===== src/rtl/imu_pkg.sv =====
// Shared types, constants and a helper function for the spin-lattice update block.
package imu_pkg;

	localparam int ADDR_W      = 12;
	localparam int DEPTH       = 4096;
	localparam int MAG_W       = 14;
	localparam int ENERGY_W    = 15;
	localparam int THR_W       = 16;
	localparam int THR_COUNT   = 4;
	localparam int THR_SEL_W   = 2;
	localparam int CFG_INDEX_W = 2;

	localparam int SIDE_DEFAULT       = 64;
	localparam int DIMENSIONS_DEFAULT = 2;

	typedef enum logic [2:0] {
		S_CLEAR,
		S_IDLE,
		S_MUL,
		S_FIX,
		S_RD_UP,
		S_RD_DN,
		S_DECIDE
	} imu_state_t;

	typedef enum logic [1:0] {
		RD_NONE,
		RD_SITE,
		RD_NEIGH
	} rd_kind_t;

	// One coordinate step of the site index: the remaining higher digits and
	// whether the current digit sits on either edge of its dimension.
	typedef struct packed {
		logic [ADDR_W-1:0] quot;
		logic              at_low;
		logic              at_high;
	} digit_info_t;

	// side**n, evaluated at elaboration; n stays small, so 64 bits suffice.
	function automatic longint unsigned side_pow(input int unsigned side, input int unsigned n);
		longint unsigned p;
		p = 1;
		for (int unsigned i = 0; i < n; i++) begin
			p = p * side;
		end
		return p;
	endfunction

endpackage


===== src/rtl/imu_digit.sv =====
// Constant divider that splits one base-SIDE digit off the site index.
module imu_digit #(
	parameter int SIDE = imu_pkg::SIDE_DEFAULT
) (
	input  logic                       clk,
	input  logic                       mul_en,
	input  logic [imu_pkg::ADDR_W-1:0] rem,
	output imu_pkg::digit_info_t       info
);

	localparam int AW    = imu_pkg::ADDR_W;
	// Floor reciprocal: the quotient estimate is exact or one low for any AW-bit value.
	localparam int RECIP = imu_pkg::DEPTH / SIDE;

	localparam logic [AW-1:0] RECIP_C = AW'(RECIP);
	localparam logic [AW-1:0] SIDE_C  = AW'(SIDE);

	logic [2*AW-1:0] prod_q;
	logic [AW-1:0]   x_q;
	logic [AW-1:0]   q0;
	logic [2*AW-1:0] back_full;
	logic [AW-1:0]   r;
	logic            over;
	logic [AW-1:0]   digit;

	function automatic logic [2*AW-1:0] x_mul(input logic [AW-1:0] v);
		logic [2*AW-1:0] p;
		p = (2*AW)'(v) * (2*AW)'(RECIP_C);
		return p;
	endfunction

	always_ff @(posedge clk) begin
		if (mul_en) begin
			prod_q <= x_mul(rem);
			x_q    <= rem;
		end
	end

	always_comb begin
		q0        = prod_q[2*AW-1:AW];
		back_full = (2*AW)'(q0) * (2*AW)'(SIDE_C);
		r         = x_q - back_full[AW-1:0];
		over      = (r >= SIDE_C);
		digit     = over ? (r - SIDE_C) : r;
		info.quot    = over ? (q0 + AW'(1)) : q0;
		info.at_low  = (digit == '0);
		info.at_high = (digit == (SIDE_C - AW'(1)));
	end

endmodule


===== config.mk =====
export PLATFORM = sky130hd
export DESIGN_NAME = imu_digit
export DESIGN_NICKNAME = d
export VERILOG_FILES = /design/src/rtl/imu_pkg.sv /design/src/rtl/imu_digit.sv
export SDC_FILE = /design/constraint.sdc
export NUM_CORES = 1
export LEC_CHECK = 0
export BUFFER_PORTS_ARGS = -buffer_cell sky130_fd_sc_hd__clkbuf_2
export CAP_MARGIN = 20
export CORE_AREA = 2 2 39 41
export DETAILED_ROUTE_END_ITERATION = 8
export DIE_AREA = 0 0 41 43
export SLEW_MARGIN = 20
export SYNTH_ARGS = -nofsm -noshare
export SYNTH_HDL_FRONTEND = slang
export SYNTH_SLANG_ARGS = --single-unit

===== constraint.sdc =====
create_clock -name clk -period 1.4 [get_ports clk]
set_input_delay 0.07 -clock clk [delete_from_list [all_inputs] [get_ports clk]]
set_output_delay 0.07 -clock clk [all_outputs]
set_load 0.005 [all_outputs]

== After elaboration in Yosys (flattened, before gate mapping) ==
Index checks and enable logic that the tools add are counted.

* Bits in registers: 12
* Input bits: 14
* Output and inout bits: 14
* Word-level logic and storage cells: 9

* Add/subtract/negate cells: 3
* Magnitude comparators: 1
* Equal/unequal tests: 1
* Mux-type cells: 2
* Reduce and logical (&&, ||, !) cells: 1

{| class="wikitable"
|+ Operator list
! cell !! count
|-
| equality test 12 x 6 -> 1 bit, second input constant || 1
|-
| >= comparator 12 x 7 -> 1 bit, second input constant || 1
|-
| zero test 12 bit || 1
|-
| two-way mux 12 bit || 1
|-
| subtractor 12 bit || 1
|-
| subtractor 12 x 7 -> 12 bit, second input constant || 1
|-
| adder 6 x 1 -> 7 bit, second input constant || 1
|-
| two-way mux 7 bit || 1
|}

== Longest topological paths before layout ==
Gate-level depths: netlist (run 1).

* Depth in word-level cells: 4
* Mapped depth: 2
* Depth with buffers taken out: 2

== Worst setup path after synthesis (run 1) ==
No wires, ideal clock.

* Kind: register -> output
* Start: register, netlist name prod_q[6]
* End: output port info[1] (netlist bit)
* Arrival: 1.012 ns
* Data required time: 1.330 ns
* Path slack: 0.318 ns
* Cell stages (with the launch flop): 3
* Buffers on the path: 0
* Cell sequence: edfxtp_1 > or4_1 > nor3_2

{| class="wikitable"
|+ RTL lines
! what !! line !! RTL
|-
| end: declaration || imu_digit.sv:8 || <nowiki>output imu_pkg::digit_info_t info</nowiki>
|}

==> results.tsv, run 1 <==
stage	metric	value	unit
status	status	finished with violations	
status	failed_checks	negative setup slack	
setup_path	max_stage_delay	0.54	ns
pwr	power_density	1050	mW/mm^2
die	start_util	31.8	%
setup_path	path_delay_family	simple AND/OR/NAND/NOR gates	
die	die_y	43	um
cells_and_area	drive_gt1_share	43.3	%
synth	ys.flop_type	edfxtp_1	
cells_and_area	top_regs	prod_q x12	
setup_path	worst_path_max_delay_cell	or4_4	
die	die-area	0.00176	sq mm
global_route	overflow	0	
cts	cts-root-buf	clkbuf_4	
timing	worst_slack	-0.0858	ns
place	place_congestion	0.639	
timing	rsz0062_at_grt	yes	
cells_and_area	regArea	360	sq um
synth	async_reset_ff_share	0	%
timing	max_clock_freq	0.673	GHz
die	core_area	0.00138	sq mm
die	io_pins	28	
cells_and_area	antenna-diode-count	0	
setup_path	arrival	1.42	ns
synth	synth_most_common_cell	edfxtp_1	
cts	clk_pin_slew_worst_paths	0.07	ns
die	fp-row-count	14	
setup_path	cp-start-kind	flip-flop	
pwr	power.leakage	0.300	nW
setup_path	worstPathMaxFanout	2	
job	drv_cap	0	
detailed_routing	drt_pass1_iterations	2	
setup_path	cp_data_required_time	1.33	ns
cts	cts_tree	built	
cells_and_area	final_area	689	sq um
detailed_routing	postRouteAntennaNets	0	
synth	seq_area_frac_synth	81.8	%
cts	cts_buffers	3	
cells_and_area	nFillCells	120	
cts	clock_sinks	12	
detailed_routing	drc	0	
setup_path	path_buf_inv	1	
cells_and_area	multiInputGateArea	57.6	sq um
synth	syn_inst	24	
synth	synth_area_leaders	edfxtp_1 82%, buf_4 10%, nor3_2 2.3%, or4_1 1.7%, nand4_1 1.4%	
global_route	grtUsageTotal	11.7	%
global_route	grt_pass1_wl	1.26	mm
cells_and_area	syn2layout_area_growth	56.5	%
synth	ys_ff_latch	12	
detailed_routing	wl_per_cell	11.0	um
global_route	grt_pass1_vias	336	
global_route	grt_start_max_net_pins	13	
timing	setup_viol	1	
synth	synth_common_cells	12 x edfxtp_1, 6 x buf_4	
synth	yosysTopAreaCell	edfxtp_1	
timing	final-max-slew-violation-count	0	
cts	clockBufferDepth	2	
worst_hold_path	hp-class	in -> reg	
timing	min_period	1.49	ns
cells_and_area	final_cell_count_no_fill	76	
pwr	peakVddDrop	0.557	mV
synth	syn_avg_cell_area	18.4	sq um
cells_and_area	largest_register_ffs	12	
place	dpl_cell_area	539	sq um
synth	synth_top_cell_area_share	81.8	%
cts	postCtsSetupBuffers	0	
detailed_routing	num_vias	310	
place	port-buffer-count	21	
cells_and_area	nNetsFinal	75	
synth	synth-edff-count	12	
detailed_routing	wirelength	836	um
timing	hold_viol	0	
detailed_routing	drt_iter0_markers	2	
detailed_routing	vias_per_cell	4.08	
synth	syn_area	440	sq um
cells_and_area	regMostFlops	prod_q	
synth	ys_warn_count	0	
synth	ys_types	8	
setup_path	crit_type	reg -> out	
die	die_w	41	um
cts	htreeDepth	1	
setup_path	cp_cell_sequence	or4_4 > nor3_2 > buf_2	
setup_path	end_kind	primary output	
cells_and_area	final_core_util	49.8	%
timing	timing.final.crit_share	106	%
place	hpwl	533	um
global_route	grt_antenna_before_repair	0	
place	placed_cells	60	
-- layer usage --
layer	GRT usage, %	vias to the layer above	part of all wire [%]
met3	6.28	0	12
met4	10.0	0	0
met2	18.8	23	52
met5	0	-	0
li1	-	148	-
met1	9.38	139	37
-- power by group --
| group | internal (mW) | total [mW] | leakage [nW] | switching, mW |
|---|---|---|---|---|
| clock network | 0.103 | 0.210 | 0.0154 | 0.107 |
| registers | 0.427 | 0.439 | 0.117 | 0.0114 |
| logic | 0.0460 | 0.0741 | 0.167 | 0.0281 |
| total | 0.576 | 0.723 | 0.300 | 0.146 |
-- area by class of cell --
cell class	count	share of cell area, %
Sequential cell	12	52.3
Timing Repair Buffer	33	32.7
Clock buffer	3	3.27
Clock inverter	1	0.544
Multi-Input combinational cell	11	8.35
Tap cell	16	2.90
-- path summary, 6_finish.rpt --
kind	start	endpoint	cells past startpoint
max	prod_q[6]	info[1]	3
min	mul_en	prod_q[15]	1
-- repair_timing --
action,CTS,global route
endpoints found under the setup margin,1,1
hold buffers,12,0
gates cloned,0,0
endpoints found under the hold margin,12,0
gates resized for setup,0,2
-- layout by cell type, fill, tap and decap left out --
master,Yosys,routed
buf_2,0,1
clkbuf_4,0,3
nor2_1,1,1
nand4_1,1,1
clkinv_1,0,1
or4_4,0,1
conb_1,1,6
nand2_1,1,1
clkbuf_2,0,20
edfxtp_1,12,12
nor3_2,1,1
dlygate4sd3_1,0,12
-- metrics by stage --
| stage | TNS (ns) | hold slack (ns) | power [mW] | worst slack (ns) |
|---|---|---|---|---|
| 3_3_place_gp | 0 | 0.247 | 0.492 | 0.217 |
| 3_5_place_dp | 0 | 0.249 | 0.493 | 0.199 |
| 5_1_grt | -0.151 | 0.236 | 0.760 | -0.151 |
| 6_report | -0.0858 | 0.233 | 0.723 | -0.0858 |
| 4_1_cts | -0.105 | 0.223 | 0.738 | -0.105 |
| 2_1_floorplan | 0 | 0.169 | 0.465 | 0.318 |
-- cell families after synthesis --
logic type | share of synthesized area (%)
other | 0.851
buffers and inverters | 10.2
flip-flops | 81.8
AND/OR/NAND/NOR | 7.10
No activity file was read; power rests on OpenSTA's default activity.
==> run 2: changes to the inputs <==
--- a/config.mk
+++ b/config.mk
@@ -8,6 +8,7 @@
 export BUFFER_PORTS_ARGS = -buffer_cell sky130_fd_sc_hd__clkbuf_2
 export CAP_MARGIN = 20
 export CORE_AREA = 2 2 39 41
+export CTS_BUF_LIST = sky130_fd_sc_hd__clkbuf_16
 export DETAILED_ROUTE_END_ITERATION = 8
 export DIE_AREA = 0 0 41 43
 export SLEW_MARGIN = 20
==> run 2 against run 1 <==
Effect of this change: the flow still finishes with violations (negative setup slack); setup slack gained 0.037 ns; clock-buffer cell count unchanged; clock power increased by 140%; sequential power barely moved; combinational power shrank 37%; via count fell by 15%; first-iteration DRC count grew 50%; utilization is 4.9 points lower; design area down 9.8%; global-route usage fell by 2.7 points; critical path type unchanged; largest cell class unchanged.
==> results.tsv, run 2 (synthesis gave the netlist of run 1 again) <==
stage	metric	value	unit	change
status	status	finished with violations		
die	die-area	0.00176	sq mm	unchanged
global_route	overflow	0		unchanged
detailed_routing	wl_per_cell	10.8	um	-1.8%
timing	max_clock_freq	0.690	GHz	+2.6%
die	core_area	0.00138	sq mm	unchanged
cts	cts-root-buf	clkbuf_16		
pwr	internal_power	0.829	mW	+44%
pwr	p_total	1.00	mW	+38%
pwr	power_density	1610	mW/mm^2	+53%
detailed_routing	drt_pass1_iterations	2		unchanged
detailed_routing	wl_met2	299	um	-31%
global_route	grt_start_max_net_pins	13		unchanged
cells_and_area	syn2layout_area_growth	41.2	%	
cts	cts_buffers	3		unchanged
detailed_routing	top_layer_used	met4		
cts	postCtsSetupBuffers	0		unchanged
global_route	grt_pass1_wl	972	um	-23%
cells_and_area	final_common_cell	clkbuf_2		
global_route	grt_pass1_vias	251		-25%
pwr	pwr-share-clk	51.2	%	+22 points
timing	rsz0062_at_grt	yes		
pwr	power_switching	0.171	mW	+17%
detailed_routing	drc	0		unchanged
cells_and_area	nFillCells	127		+5.8%
setup_path	arrival	1.38	ns	-0.04 ns
cells_and_area	largest_register_ffs	12		unchanged
die	die_w	41	um	unchanged
die	start_util	31.8	%	unchanged
status	failed_checks	negative setup slack		
cells_and_area	final_cell_count_no_fill	64		-16%
die	io_pins	28		unchanged
cts	cts_tree	built		
setup_path	crit_start	prod_q[6]		
cts	clockBufferDepth	2		unchanged
place	pre_cts_ws	0.199	ns	unchanged
timing	fin_setup_tns	-0.0484	ns	+0.0374 ns
pwr	seqPwrFrac	44.1	%	-17 points
place	placed_cells	60		unchanged
job	drv_cap	0		unchanged
place	port-buffer-count	21		unchanged
pwr	pwr-share-comb	4.7	%	-5.6 points
cts	clock_sinks	12		unchanged
timing	setup_viol	1		unchanged
setup_path	cp-start-kind	flip-flop		
cells_and_area	multiInputGateArea	57.6	sq um	unchanged
setup_path	cp_data_required_time	1.33	ns	about the same
timing	hold_viol	0		unchanged
timing	timing.final.crit_share	103	%	-2.7 points
setup_path	worstPathMaxFanout	2		unchanged
cts	clk_pin_slew_worst_paths	0.04	ns	-0.03 ns
cells_and_area	final_cell_mix	20 x clkbuf_2, 12 x edfxtp_1, 6 x conb_1, 3 x clkbuf_16		
detailed_routing	vias_per_cell	4.11		+0.75%
setup_path	crit_type	reg -> out		
die	fp-row-count	14		unchanged
cts	holdBufCountCts	0		-12
pwr	peakVddDrop	0.804	mV	+44%
timing	worst_hold_slack	0.00688	ns	-0.226 ns
die	die_y	43	um	unchanged
cells_and_area	antenna-diode-count	0		unchanged
worst_hold_path	min-delay-start	rem[9]		
setup_path	end_kind	primary output		
cells_and_area	drive_gt1_share	54.2	%	+11 points
detailed_routing	postRouteAntennaNets	0		unchanged
detailed_routing	wl_met3	131	um	+32%
cells_and_area	top_regs	prod_q x12		
place	hpwl	533	um	unchanged
detailed_routing	num_vias	263		-15%
place	place_congestion	0.639		unchanged
global_route	grtUsageTotal	9.04	%	-2.7 points
pwr	swShare	17.1	%	-3.2 points
timing	final-max-slew-violation-count	0		unchanged
global_route	grt_antenna_before_repair	0		unchanged
timing	min_period	1.45	ns	-0.0374 ns
worst_hold_path	hp-class	in -> reg		
cells_and_area	regArea	360	sq um	unchanged
cells_and_area	nNetsFinal	63		-16%
cells_and_area	regMostFlops	prod_q		
detailed_routing	drt_iter0_markers	3		+1
cts	htreeDepth	1		unchanged
detailed_routing	wl_met1	236	um	-23%
detailed_routing	wirelength	691	um	-17%
pwr	power.leakage	0.273	nW	-9.0%
timing	worst_slack	-0.0484	ns	+0.0374 ns
-- run 2: cell types whose count changed in the layout (fill, tap and decap cells not counted), sizes merged --
| cell | before | now |
|---|---|---|
| dlygate4sd3 | 12 | 0 |
-- run 2: layout make-up --
type	instances	area share (%)
Clock inverter	1	0.604
Tap cell	16	3.22
Timing Repair Buffer	21	16.9
Clock buffer	3	12.1
Sequential cell	12	57.9
Multi-Input combinational cell	11	9.26
-- run 2: layer usage --
layer  track usage [%]  up-vias
met3              6.81        2
met1              8.68      113
met5                 0        -
met2              11.9       25
li1                  -      123
met4              8.00        0
-- run 2: power groups by stage --
stage | registers, mW | logic (mW) | clock network (mW)
global placement | 0.445 | 0.0470 | 0
floorplan | 0.446 | 0.0188 | 0
CTS | 0.440 | 0.0474 | 0.527
finish | 0.441 | 0.0470 | 0.512
detailed placement | 0.446 | 0.0470 | 0
global route | 0.443 | 0.0546 | 0.539
-- run 2: through the flow --
stage | utilization [%] | cell area (sq um)
global placement | 39.0 | 539
floorplan | - | 459
CTS | 44.7 | 618
global route | 44.9 | 622
finish | 44.9 | 622
detailed placement | 39.0 | 539
-- run 2: worst paths after layout --
path / cells past startpoint / slack (ns) / end
setup / recovery: 3 / -0.05 / info[1]
hold / removal: 1 / 0.007 / prod_q[15]
-- run 2: critical path, stage by stage, from the launching register on --
cell and delay, ns:
edfxtp_1 0.37, or4_4 0.54, nor3_2 0.10, buf_2 0.13
-- run 2: what timing repair did --
item / CTS / global route
pin swaps: 0 / 0
endpoints found under the setup margin: 1 / 1
gates resized for setup: 0 / 2
