--- src/rtl/imu_pkg.sv ---
// Shared types, constants and a helper function for the spin-lattice update block.
package imu_pkg;

	localparam int ADDR_W      = 12;
	localparam int DEPTH       = 4096;
	localparam int MAG_W       = 14;
	localparam int ENERGY_W    = 15;
	localparam int THR_W       = 16;
	localparam int THR_COUNT   = 4;
	localparam int THR_SEL_W   = 2;
	localparam int CFG_INDEX_W = 2;

	localparam int SIDE_DEFAULT       = 64;
	localparam int DIMENSIONS_DEFAULT = 2;

	typedef enum logic [2:0] {
		S_CLEAR,
		S_IDLE,
		S_MUL,
		S_FIX,
		S_RD_UP,
		S_RD_DN,
		S_DECIDE
	} imu_state_t;

	typedef enum logic [1:0] {
		RD_NONE,
		RD_SITE,
		RD_NEIGH
	} rd_kind_t;

	// One coordinate step of the site index: the remaining higher digits and
	// whether the current digit sits on either edge of its dimension.
	typedef struct packed {
		logic [ADDR_W-1:0] quot;
		logic              at_low;
		logic              at_high;
	} digit_info_t;

	// side**n, evaluated at elaboration; n stays small, so 64 bits suffice.
	function automatic longint unsigned side_pow(input int unsigned side, input int unsigned n);
		longint unsigned p;
		p = 1;
		for (int unsigned i = 0; i < n; i++) begin
			p = p * side;
		end
		return p;
	endfunction

endpackage

--- src/rtl/imu_accept.sv ---
// Acceptance threshold registers and the random-draw comparison for an energy rise.
module imu_accept (
	input  logic                            clk,
	input  logic                            arst_n,
	input  logic                            cfg_valid,
	input  logic [imu_pkg::CFG_INDEX_W-1:0] cfg_index,
	input  logic [imu_pkg::THR_W-1:0]       cfg_data,
	input  logic [imu_pkg::THR_SEL_W-1:0]   tsel,
	input  logic [imu_pkg::THR_W-1:0]       draw,
	output logic                            accept_rise
);

	logic [imu_pkg::THR_W-1:0] thr_q [imu_pkg::THR_COUNT];

	always_ff @(posedge clk or negedge arst_n) begin
		if (!arst_n) begin
			for (int i = 0; i < imu_pkg::THR_COUNT; i++) begin
				thr_q[i] <= '0;
			end
		end else if (cfg_valid) begin
			thr_q[cfg_index] <= cfg_data;
		end
	end

	// A zero threshold can never be beaten, so it refuses every rise.
	assign accept_rise = (draw < thr_q[tsel]);

endmodule

--- config.mk ---
export PLATFORM = sky130hd
export DESIGN_NAME = imu_accept
export DESIGN_NICKNAME = d
export VERILOG_FILES = /design/src/rtl/imu_pkg.sv /design/src/rtl/imu_accept.sv
export SDC_FILE = /design/constraint.sdc
export NUM_CORES = 1
export LEC_CHECK = 0
export ABC_AREA = 0
export BUFFER_PORTS_ARGS = -buffer_cell sky130_fd_sc_hd__buf_2
export CORE_ASPECT_RATIO = 0.8
export CORE_MARGIN = 8
export CORE_UTILIZATION = 43
export CTS_CLUSTER_SIZE = 14
export DETAILED_ROUTE_END_ITERATION = 8
export RECOVER_POWER = 50
export SYNTH_ARGS = -nofsm -noshare
export SYNTH_HDL_FRONTEND = slang
export SYNTH_SLANG_ARGS = --single-unit
--- constraint.sdc ---
create_clock -name clk -period 2.45 [get_ports clk]
set_clock_uncertainty 0.2 [all_clocks]
set_input_delay 0.245 -clock clk [delete_from_list [all_inputs] [get_ports clk]]
set_output_delay 0.245 -clock clk [all_outputs]
set_load 0.005 [all_outputs]
Yosys cells after proc, flatten, opt, wreduce, memory -nomap -nowiden
Cells that the tools add are included.

Magnitude comparators: 4. Bitwise logic cells: 2. Reductions and logical operators: 1. Muxes and demuxes: 6.

Operator list (count): bitwise mux 64 bit (1); two-way mux 16 bit (3); binary-select mux 16 bit (select 2 bit) (1); demux 16 bit (select 2 bit) (1); less-than comparator 16 bit (1); >= comparator 3 bit (second input constant) (2); NOT 2 -> 3 bit (2); less-than comparator 3 x 1 -> 1 bit (second input constant) (1); logical AND 1 bit (1).

Register bits after elaboration: 64. Input port bits: 39. Output and inout port bits: 1. Word-level logic and storage cells: 17.

Longest topological paths before layout
Gate-level depths: netlist of run 1.

Depth in word-level cells: 6. Gate-level depth with buffers: 9. Depth with buffers taken out: 7.

Worst setup path after synthesis of run 1
No wires, ideal clock.

Kind: input-to-output. Start: input tsel[0] (netlist name). End: output accept_rise. Stages: 9. Path buffers: 2. Path slack: -0.151 ns. Data required time: 2.005 ns. Arrival time: 2.156 ns. Cells stage by stage: buf_2 -> buf_4 -> mux4_2 -> inv_1 -> ha_1 -> a21oi_1 -> o22a_1 -> o211ai_2 -> a2111oi_2.

Longest elaborated chain between the ends: 5.

Ends and longest elaborated chain: start: declaration (RTL line imu_accept.sv:8) `input logic [imu_pkg::THR_SEL_W-1:0] tsel,`; NOT 2 -> 3 bit (implied by the code) (RTL line imu_accept.sv:26) `assign accept_rise = (draw < thr_q[tsel]);`; binary-select mux 16 bit (select 2 bit) (RTL line imu_accept.sv:26); two-way mux 16 bit (implied by the code) (2 in series) (RTL line imu_accept.sv:26); less-than comparator 16 bit (RTL line imu_accept.sv:26); end: declaration (RTL line imu_accept.sv:10) `output logic accept_rise`.

No other way between the ends. The select of a mux whose other input is x is not followed.

Final worst setup path of run 1
Start: register thr_q[17] (netlist name). End: output accept_rise.

Longest elaborated chain between the ends: 4.

Ends and longest elaborated chain: start: declaration (RTL line imu_accept.sv:13) `logic [imu_pkg::THR_W-1:0] thr_q [imu_pkg::THR_COUNT];`; start signal: indexed assignment (RTL line imu_accept.sv:21) `thr_q[cfg_index] <= cfg_data;`; binary-select mux 16 bit (select 2 bit) (RTL line imu_accept.sv:26); two-way mux 16 bit (implied by the code) (2 in series) (RTL line imu_accept.sv:26); less-than comparator 16 bit (RTL line imu_accept.sv:26).

No other way between the ends. The select of a mux whose other input is x is not followed.

==> metrics.md, run 1 <==
| Metric | Value |
|---|---|
| Gr usage total | 14.0% |
| Outcome | complete, but fails checks |
| Mapped Nets | 263 |
| CP endpoint kind | primary output |
| Yosys reg bits | 64 |
| Fillers | 616 |
| DIE AREA | approximately 10000 um2 |
| DP Wirelength | between 4000 and 5000 um |
| Hold path depth | 1 |
| Fin area | between 3000 and 4000 um2 |
| Post-Synth Simple-Gate Area | 3.29% |
| I/O pins | 40 |
| Gr ovfl total | 0 |
| Core Footprint | 7320 um2 |
| Routed WL | 6640 um |
| Drt drc | 0 |
| Largest regs | thr_q: 64 flops |
| Post-synthesis mux area share | approximately a third |
| Final core occ | approximately 54% |
| Tcrit/Tclk final | 115% |
| CP arrival | 2.38 ns |
| Clock Tree Buf Depth | 2 |
| Setup repair after global routing missed its margin | yes |
| Leading cell types in the layout, fill and taps excluded | mux2_2 (64), dfrtp_1 (64), buf_2 (36), dlygate4sd3_1 (17) |
| WL per Instance | between 15 and 20 um |
| Mapped Cells | 209 |
| CTS Root Cell | clkbuf_8 |
| Worst skew pair latency | 0.34 ns |
| Largest Register | thr_q |
| Share of cells above drive strength 1 | a little over half |
| Peak supply drop | slightly above 0.0004 V |
| XOR/XNOR Fraction of Synth Area | 0% |
| Pre-CTS setup slack | -0.471 ns |
| Largest family of logic cells by synthesized area | multiplexers |
| Vias in the first global route | ~2200 |
| Largest cells by area after synthesis | dfrtp_1 (50%), mux2_2 (23%), mux4_2 (9.2%) |
| Worst Reg-to-Reg Cells | 1 |
| Final setup fails | 1 |
| Synth warn | 0 |
| # rows | 28 |
| Multi-input gate area | 1520 um2 |
| PwrDens | 722 nW/um2 |
| LEAKAGE | 1.76 nW |
| Starting Density | 43.7% |
| Vias | 1947 |
| Die extent in y | 93.2 um |
| Area grow syn2layout | 22.6% |
| Crit Path Class | reg -> out |
| DR pass1 iterations | 4 |
| Fin. max-slew vios | 0 |
| TritonCTS sink count | 64 |
| Final #Nets | 334 |
| Storage element area | 1600 um2 |
| Failing checks | negative setup slack |
| Clock slew at reported path FFs | approximately 0.07 ns |
| CTS tree | built |
| TritonCTS Buffers | 9 |
| Total power | between 0.002 and 0.003 W |
| Global-route wire length before repair | 11300 um |
| CTS H-tree lvls | 3 |
| Starting DRT DRC Count | 40 |
| Yosys top cell by area | dfrtp_1 |
| Post-route minimum period | 2.82 ns |
| Number of vias per cell | 5.19 |
| F_max | 0.354 GHz |
| Final worst setup slack | -0.371 ns |
| Endpoints failing hold | 0 |
| Port bufs | 39 |
| Worst min path class | reg -> reg |
| Final ANT Viol Nets | 0 |
| Adder-Cell Fraction of Synth Area | 5.87% |
| Share of the synthesized area in the top cell type | between 50% and 60% |
| N_diodes | 0 |
| CP Data Required Time | 2.01 ns |
| Synthesized area per cell | roughly 15 um2 |
| Worst Setup Start Kind | flop |
| Crit Path Max Fanout | 2 |
| Slew HR | 9.55% |
| Die X | 112 um |
| Worst Tran Pin Value | 1.36 ns |
| Register area share after synthesis | 50.1% |
| Synthesized area | about 3200 um2 |
| Initial antenna violation count | 0 |
| GP Congestion | 0.717 |
| Largest net degree at the start of global routing | 27 |
| Area post-placement | 3550 um2 |
| Compound-Gate Fraction of Synth Area | between 3 and 4% |
| Max-cap violation count | 0 |
| Post-synth cell types | 28 |
| Max FFs per register | 64 |
-- final cells by class --
class                           instances  share of cell area, %
Sequential cell                        64                   40.8
Multi-Input combinational cell        122                   38.7
Timing Repair Buffer                   68                   11.5
Clock buffer                           10                   3.51
Clock inverter                          6                   1.12
Inverter                               15                   1.43
Tap cell                               90                   2.87
-- kinds of logic after synthesis --
logic type / count (synthesis)
AND/OR/NAND/NOR: 13
AO/OA/AOI/OAI: 13
flip-flops: 64
multiplexers: 81
adder cells (fa/ha/maj): 15
buffers and inverters: 23
-- timing repair --
| item | CTS | global route |
|---|---|---|
| endpoints found under the setup margin | 1 | 1 |
| pin swaps | 5 | 0 |
| endpoints found under the hold margin | 87 | 0 |
| hold buffers | 17 | 0 |
| gates resized for setup | 7 | 2 |
| setup buffers | 0 | 0 |
-- where the power goes --
part           internal, W  total, W  switching (W)
clock             0.000397  0.000814       0.000417
sequential         0.00126   0.00135      0.0000981
combinational     0.000404  0.000663       0.000259
-- path summary, 6_finish.rpt --
check                           from           to  slack [ns]
max                        thr_q[17]  accept_rise       -0.37
min                        thr_q[18]    thr_q[18]        0.31
max reg2reg                 thr_q[5]     thr_q[5]        1.47
min reg2reg                thr_q[18]    thr_q[18]        0.31
max in group asynchronous     arst_n    thr_q[63]        0.16
min in group asynchronous     arst_n    thr_q[59]        0.54
-- Yosys cell counts (all sizes together) --
cell type,count
buf,7
a2111oi,1
nor3b,1
a21oi,6
dfrtp,64
a21o,2
nand3,2
mux2,65
nand4,3
nor2b,1
mux2i,1
nand3b,2
nor2,2
o211ai,2
clkbuf,1
ha,15
nor4,1
inv,15
mux4,15
a311o,1
o22a,1
nand2,1
-- per-layer routing --
metal  track usage [%]  up-vias  share of wire, %
met1              17.0      987                47
li1                  -      922                 -
met2              22.8       31                48
met5                 0        -                 0
met4              5.38        0               1.5
met3              4.64        7               4.0
-- worst max-delay path, stage by stage, from the launching register on --
cell,delay [ns]
dfrtp_1,0.39
mux4_2,0.48
inv_2,0.08
ha_4,0.18
o211ai_1,0.17
a311o_1,0.16
o211ai_2,0.10
a2111oi_2,0.31
buf_2,0.17
-- metrics by stage --
step | TNS [ns] | hold WS [ns] | std cells
6_report | -0.371 | 0.306 | 375
5_1_grt | -3.70 | 0.325 | 375
4_1_cts | -0.421 | 0.244 | 375
3_5_place_dp | -0.471 | 0.0860 | 342
3_3_place_gp | -0.442 | 0.0865 | 342
2_1_floorplan | 0 | -0.251 | 209
No activity file was read; power rests on OpenSTA's default activity.
==> inputs of run 2 (changes only) <==
- PLACE_DENSITY: default -> 0.66
==> run 2 against run 1 <==
Compared with the run above:
- largest cell class unchanged
- register-to-register slack lost 0.12 ns
- die area is the same
- wire length shrank 1.7%
- worst setup slack gained 0.0011 ns
- the flow still finishes with violations (negative setup slack)
- critical endpoint unchanged
- sequential share of layout area shrank 0.065 points
- global-route usage shrank 0.16 points
==> metrics.md, run 2 (same netlist as run 1, synthesis figures left out) <==
| Metric | Value |
|---|---|
| Initial antenna violation count | 0 (unchanged) |
| Largest net degree at the start of global routing | 26 (was 27) |
| LEAKAGE | 1.77 nW (was 1.76 nW) |
| DIE AREA | 10500 um2 (unchanged) |
| CP Data Required Time | 2.01 ns (about the same) |
| Worst Tran Pin Value | 1.37 ns (was 1.36 ns) |
| Leading cell types in the layout, fill and taps excluded | mux2_2 (64), dfrtp_1 (64), buf_2 (36), dlygate4sd3_1 (16) (was mux2_2 (64), dfrtp_1 (64), buf_2 (36), dlygate4sd3_1 (17)) |
| GP Congestion | 0.699 (was 0.717) |
| CTS H-tree lvls | 3 (unchanged) |
| Final non-filler cell total | 373 (was 375) |
| WL per Instance | 17.5 um (was 17.7 um) |
| TritonCTS Buffers | 9 (unchanged) |
| Setup repair after global routing missed its margin | yes (unchanged) |
| Max FFs per register | 64 (unchanged) |
| Starting Density | 43.7% (unchanged) |
| Core Footprint | 7320 um2 (unchanged) |
| Crit Path Class | reg -> out (unchanged) |
| CTS Root Cell | clkbuf_8 (unchanged) |
| Global-route wire length before repair | 11300 um (about the same) |
| CP endpoint kind | primary output (unchanged) |
| Top delay family on crit path | compound AO/OA/AOI/OAI gates (unchanged) |
| Drt drc | 0 (unchanged) |
| PwrDens | 754 nW/um2 (was 722 nW/um2) |
| Fin. max-slew vios | 0 (unchanged) |
| DP Wirelength | 4750 um (about the same) |
| Critical Path Stages | 8 (unchanged) |
| Tcrit/Tclk final | 115% (about the same) |
| Peak supply drop | 0.000413 V (was 0.000405 V) |
| Final ANT Viol Nets | 0 (unchanged) |
| Hold path depth | 2 (was 1) |
| Gr usage total | 13.8% (was 14.0%) |
| DR pass1 iterations | 4 (unchanged) |
| F_max | 0.355 GHz (was 0.354 GHz) |
| Die extent in y | 93.2 um (unchanged) |
| Routed wl met3 | 253 um (was 263 um) |
| Endpoints failing hold | 0 (unchanged) |
| Met2 wire len | 3140 um (was 3160 um) |
| Clock slew at reported path FFs | 0.07 ns (about the same) |
| Max layer used | met4 (unchanged) |
| N_diodes | 0 (unchanged) |
| Area grow syn2layout | 22.8% (was 22.6%) |
| Routed WL | 6520 um (was 6640 um) |
| Number of vias per cell | 5.35 (was 5.19) |
| Worst Reg-to-Reg Cells | 2 (was 1) |
| TritonCTS sink count | 64 (unchanged) |
| Fillers | 612 (was 616) |
| Largest regs | thr_q: 64 flops (unchanged) |
| Final worst setup slack | -0.370 ns (was -0.371 ns) |
| Final setup fails | 1 (unchanged) |
| Slew HR | 8.95% (was 9.55%) |
| Vias | 1997 (was 1947) |
| Worst min path class | in -> reg (was reg -> reg) |
| Crit Path Max Fanout | 2 (unchanged) |
| Hold slack final | 0.0101 ns (was 0.306 ns) |
| Worst-path cell chain | mux4_2 -> inv_2 -> ha_4 -> o211ai_1 -> a311o_1 -> o211ai_2 -> a2111oi_2 -> buf_2 (unchanged) |
| Share of cells above drive strength 1 | 52.7% (was 54.4%) |
| Flop2flop setup slack | 1.35 ns (was 1.47 ns) |
| Starting DRT DRC Count | 72 (was 40) |
| CP max-delay cell | mux4_2 (unchanged) |
| Worst Setup Start Kind | flop (unchanged) |
| CP arrival | 2.38 ns (about the same) |
| Vias in the first global route | 2198 (was 2248) |
| Worst path bufs/invs | 2 (unchanged) |
| Failing checks | negative setup slack (unchanged) |
| Post-route minimum period | 2.82 ns (about the same) |
| Crit-path max cell delay | 0.47 ns (was 0.48 ns) |
| Max-cap violation count | 0 (unchanged) |
| Worst skew pair latency | 0.33 ns (was 0.34 ns) |
| Cells after DPL | 340 (was 342) |
| Port bufs | 39 (unchanged) |
| M1 WL | 3040 um (was 3110 um) |
| # rows | 28 (unchanged) |
| Gr ovfl total | 0 (unchanged) |
| Die X | 112 um (unchanged) |
| Outcome | complete, but fails checks (unchanged) |
| CTS tree | built (unchanged) |
| Largest Register | thr_q (unchanged) |
| Final #Nets | 332 (was 334) |
| Clock Tree Buf Depth | 2 (unchanged) |
| I/O pins | 40 (unchanged) |
-- run 2: changes by cell type in the layout (fill, tap and decap cells not counted), moves of 2 or more --
cell and change:
clkbuf_8 +3, a21oi_1 +2, a21oi_2 -2, ha_1 +2, clkinv_4 -2, ha_4 -2
-- run 2: layer usage --
layer	track usage [%]	up-vias
li1	-	920
met1	17.6	1039
met2	22.0	29
met3	3.86	9
met4	5.38	0
met5	0	-
-- run 2: worst paths after layout --
kind,start,to
worst max-delay path,thr_q[49],accept_rise
worst min-delay path,cfg_data[6],thr_q[6]
worst max register to register,thr_q[49],thr_q[49]
worst min register to register,thr_q[4],thr_q[4]
max in group asynchronous,arst_n,thr_q[46]
min in group asynchronous,arst_n,thr_q[50]
-- run 2: cell type report --
| class | count | area (um2) | share of cell area [%] |
|---|---|---|---|
| Sequential cell | 64 | 1600 | 40.8 |
| Multi-Input combinational cell | 122 | 1500 | 38.0 |
| Timing Repair Buffer | 66 | 447 | 11.4 |
| Clock buffer | 14 | 183 | 4.65 |
| Tap cell | 90 | 113 | 2.87 |
| Inverter | 15 | 56.3 | 1.43 |
| Clock inverter | 2 | 35.0 | 0.891 |
-- run 2: metrics by stage --
step                      worst slack, ns  TNS (ns)  utilization (%)  area, um2  total power [W]
after floorplan                   0.00649         0                -       3220          0.00180
after global placement             -0.422    -0.422             48.3       3540          0.00197
after detailed placement           -0.423    -0.423             48.3       3540          0.00200
after CTS                          -0.394    -0.394             53.7       3930          0.00300
after global routing               -0.529    -0.529             53.7       3930          0.00315
final                              -0.370    -0.370             53.7       3930          0.00296
-- run 2: power by group --
part / switching [W] / internal [W]
combinational: 0.000255 / 0.000397
clock: 0.000375 / 0.000580
sequential: 0.0000997 / 0.00126
-- run 2: repair_timing --
item                                    CTS  global route
hold buffers                             16             0
endpoints found under the setup margin    1             1
setup buffers                             1             0
gates resized for setup                   4             1
pin swaps                                 4             0
endpoints found under the hold margin    83             0
-- run 2: worst reg2reg max path: stages (launching register included) --
cell and delay, ns:
dfrtp_1 0.40, buf_4 0.14, mux2_2 0.26
==> inputs of run 3 (changes only) <==
==> constraint.sdc (replaced) <==
create_clock -name clk -period 2.45 [get_ports clk]
set_clock_uncertainty 0.2 [all_clocks]
set_input_delay 0.3675 -clock clk [delete_from_list [all_inputs] [get_ports clk]]
set_output_delay 0.3675 -clock clk [all_outputs]
set_load 0.005 [all_outputs]
==> run 3 against run 2 <==
Compared with the run above:
- the flow still finishes with violations (negative setup slack)
- hold slack better by 0.095 ns
- design area shrank 4.2%
- flip-flop and latch count did not move
- combinational power shrank 4.6%
- largest cell class unchanged
- non-clock buffer count fell by 17
- first-iteration DRC count shrank 6.9%
- sequential share of layout area rose by 1.8 points
- total power up 0.35%
- worst setup slack worse by 0.11 ns
==> metrics.md, run 3 (same netlist as run 1, synthesis figures left out) <==
| Metric | Value |
|---|---|
| PwrDens | 790 nW/um2 (was 754 nW/um2) |
| Failing checks | negative setup slack (unchanged) |
| CP Data Required Time | 1.88 ns (was 2.01 ns) |
| Starting Density | 43.7% (unchanged) |
| Clock group share of total power | 33.5% (was 32.2%) |
| Sw Share | 25.0% (was 24.6%) |
| Final worst setup slack | -0.478 ns (was -0.370 ns) |
| Routed WL | 6310 um (was 6520 um) |
| Largest Register | thr_q (unchanged) |
| Clock slew at reported path FFs | 0.07 ns (about the same) |
| Share of cells above drive strength 1 | 57.1% (was 52.7%) |
| Worst skew pair latency | 0.33 ns (about the same) |
| Max FFs per register | 64 (unchanged) |
| WL per Instance | 17.7 um (was 17.5 um) |
| Final #Nets | 315 (was 332) |
| Worst path bufs/invs | 2 (unchanged) |
| Drt drc | 0 (unchanged) |
| Hold path depth | 2 (unchanged) |
| Gr usage total | 12.8% (was 13.8%) |
| F_max | 0.342 GHz (was 0.355 GHz) |
| TritonCTS Buffers | 9 (unchanged) |
| CTS H-tree lvls | 3 (unchanged) |
| Initial antenna violation count | 0 (unchanged) |
| Worst Reg-to-Reg Cells | 1 (was 2) |
| Die X | 112 um (unchanged) |
| # rows | 28 (unchanged) |
| Die extent in y | 93.2 um (unchanged) |
| CP max-delay cell | mux4_2 (unchanged) |
| Largest net degree at the start of global routing | 65 (was 26) |
| Worst-path cell chain | mux4_2 -> inv_2 -> ha_4 -> o211ai_1 -> a311o_1 -> o211ai_2 -> a2111oi_2 -> buf_2 (unchanged) |
| Clock Tree Buf Depth | 2 (unchanged) |
| Setup repair after global routing missed its margin | yes (unchanged) |
| Worst Tran Pin Value | 1.41 ns (was 1.37 ns) |
| Critical Path Stages | 8 (unchanged) |
| Core Footprint | 7320 um2 (unchanged) |
| Final setup fails | 1 (unchanged) |
| Crit Path Class | reg -> out (unchanged) |
| Post-CTS Setup Inserts | 0 (was 1) |
| Endpoints failing hold | 0 (unchanged) |
| CP endpoint kind | primary output (unchanged) |
| Sw power | 0.000743 W (was 0.000729 W) |
| DP Wirelength | 4410 um (was 4750 um) |
| Gr ovfl total | 0 (unchanged) |
| Crit-path max cell delay | 0.47 ns (about the same) |
| Fillers | 610 (was 612) |
| Vias in the first global route | 2012 (was 2198) |
| Post-route minimum period | 2.93 ns (was 2.82 ns) |
| Outcome | complete, but fails checks (unchanged) |
| Cell-internal power | 0.00223 W (about the same) |
| Worst min path class | in -> reg (unchanged) |
| Final ANT Viol Nets | 0 (unchanged) |
| Comb pwr share | 21.0% (was 22.0%) |
| Worst Setup Start Kind | flop (unchanged) |
| Pre-CTS setup slack | -0.660 ns (was -0.423 ns) |
| Fin. max-slew vios | 0 (unchanged) |
| Number of vias per cell | 5.39 (was 5.35) |
| Vias | 1919 (was 1997) |
| CP arrival | 2.36 ns (was 2.38 ns) |
| Peak supply drop | 0.000317 V (was 0.000413 V) |
| CTS tree | built (unchanged) |
| DIE AREA | 10500 um2 (unchanged) |
| Area grow syn2layout | 17.6% (was 22.8%) |
| Leading cell types in the layout, fill and taps excluded | mux2_2 (64), dfrtp_1 (64), buf_2 (39) (was mux2_2 (64), dfrtp_1 (64), buf_2 (36), dlygate4sd3_1 (16)) |
| I/O pins | 40 (unchanged) |
| GP Congestion | 0.724 (was 0.699) |
| Tcrit/Tclk final | 119% (was 115%) |
| Setup TNS | -0.478 ns (was -0.370 ns) |
| LEAKAGE | 1.70 nW (was 1.77 nW) |
| Port bufs | 39 (unchanged) |
| Share of power burned in registers | 45.5% (was 45.8%) |
| Slew HR | 5.76% (was 8.95%) |
| CTS Root Cell | clkbuf_8 (unchanged) |
| DR pass1 iterations | 4 (unchanged) |
| N_diodes | 0 (unchanged) |
| Global-route wire length before repair | 10500 um (was 11300 um) |
| Crit Path Max Fanout | 2 (unchanged) |
| TritonCTS sink count | 64 (unchanged) |
| Starting DRT DRC Count | 67 (was 72) |
| Top delay family on crit path | compound AO/OA/AOI/OAI gates (unchanged) |
| Max-cap violation count | 0 (unchanged) |
| Largest regs | thr_q: 64 flops (unchanged) |
-- run 3: cell types whose count changed in the layout (fill, tap and decap cells not counted), sizes merged --
cell         previous run  this run
buf                    47        48
bufinv                  1         2
dlygate4sd3            16         1
clkbuf                 17        11
clkinvlp                0         2
-- run 3: layer usage --
layer	GRT usage (%)	vias to the layer above	wire length (um)
li1	-	884	-
met1	16.2	1004	2940
met2	20.4	23	3060
met3	3.67	8	192
met4	5.38	0	118
met5	0	-	0
-- run 3: what timing repair did --
action                                  4_1_cts  5_1_grt
cloned                                        0        0
endpoints found under the setup margin        1        1
pin swaps                                     4        2
gates resized for setup                       5        1
endpoints found under the hold margin        64        0
hold buffers                                  1        0
-- run 3: final cells by class --
class,count,area [um2],area share [%]
sequential,64,1600,42.6
multi-input combinational,122,1500,39.7
timing repair buffer,49,277,7.35
clock buffer,11,141,3.76
tap,90,113,2.99
clock inverter,5,80.1,2.13
inverter,15,56.3,1.50
-- run 3: power groups by stage --
stage                     combinational [W]  clock [W]  sequential, W
after global routing               0.000692    0.00107        0.00138
final                              0.000623   0.000996        0.00135
after detailed placement           0.000619          0        0.00137
after floorplan                    0.000466          0        0.00133
after global placement             0.000603          0        0.00137
after CTS                          0.000633    0.00102        0.00135
-- run 3: stage by stage --
stage	power, W	cell area, um2	cells	util (%)	hold WS (ns)
final	0.00297	3760	356	51.4	0.105
after global routing	0.00314	3760	356	51.4	0.100
after CTS	0.00301	3770	356	51.6	0.0911
after detailed placement	0.00199	3530	339	48.2	0.209
after global placement	0.00197	3530	339	48.2	0.207
after floorplan	0.00180	3230	209	-	-0.128
-- run 3: worst paths after layout --
check | start | end | slack [ns]
min | cfg_data[9] | thr_q[9] | 0.11
min reg2reg | thr_q[38] | thr_q[38] | 0.30
max in group asynchronous | arst_n | thr_q[29] | 0.40
max | thr_q[17] | accept_rise | -0.48
max reg2reg | thr_q[17] | thr_q[17] | 1.48
min in group asynchronous | arst_n | thr_q[33] | 0.79
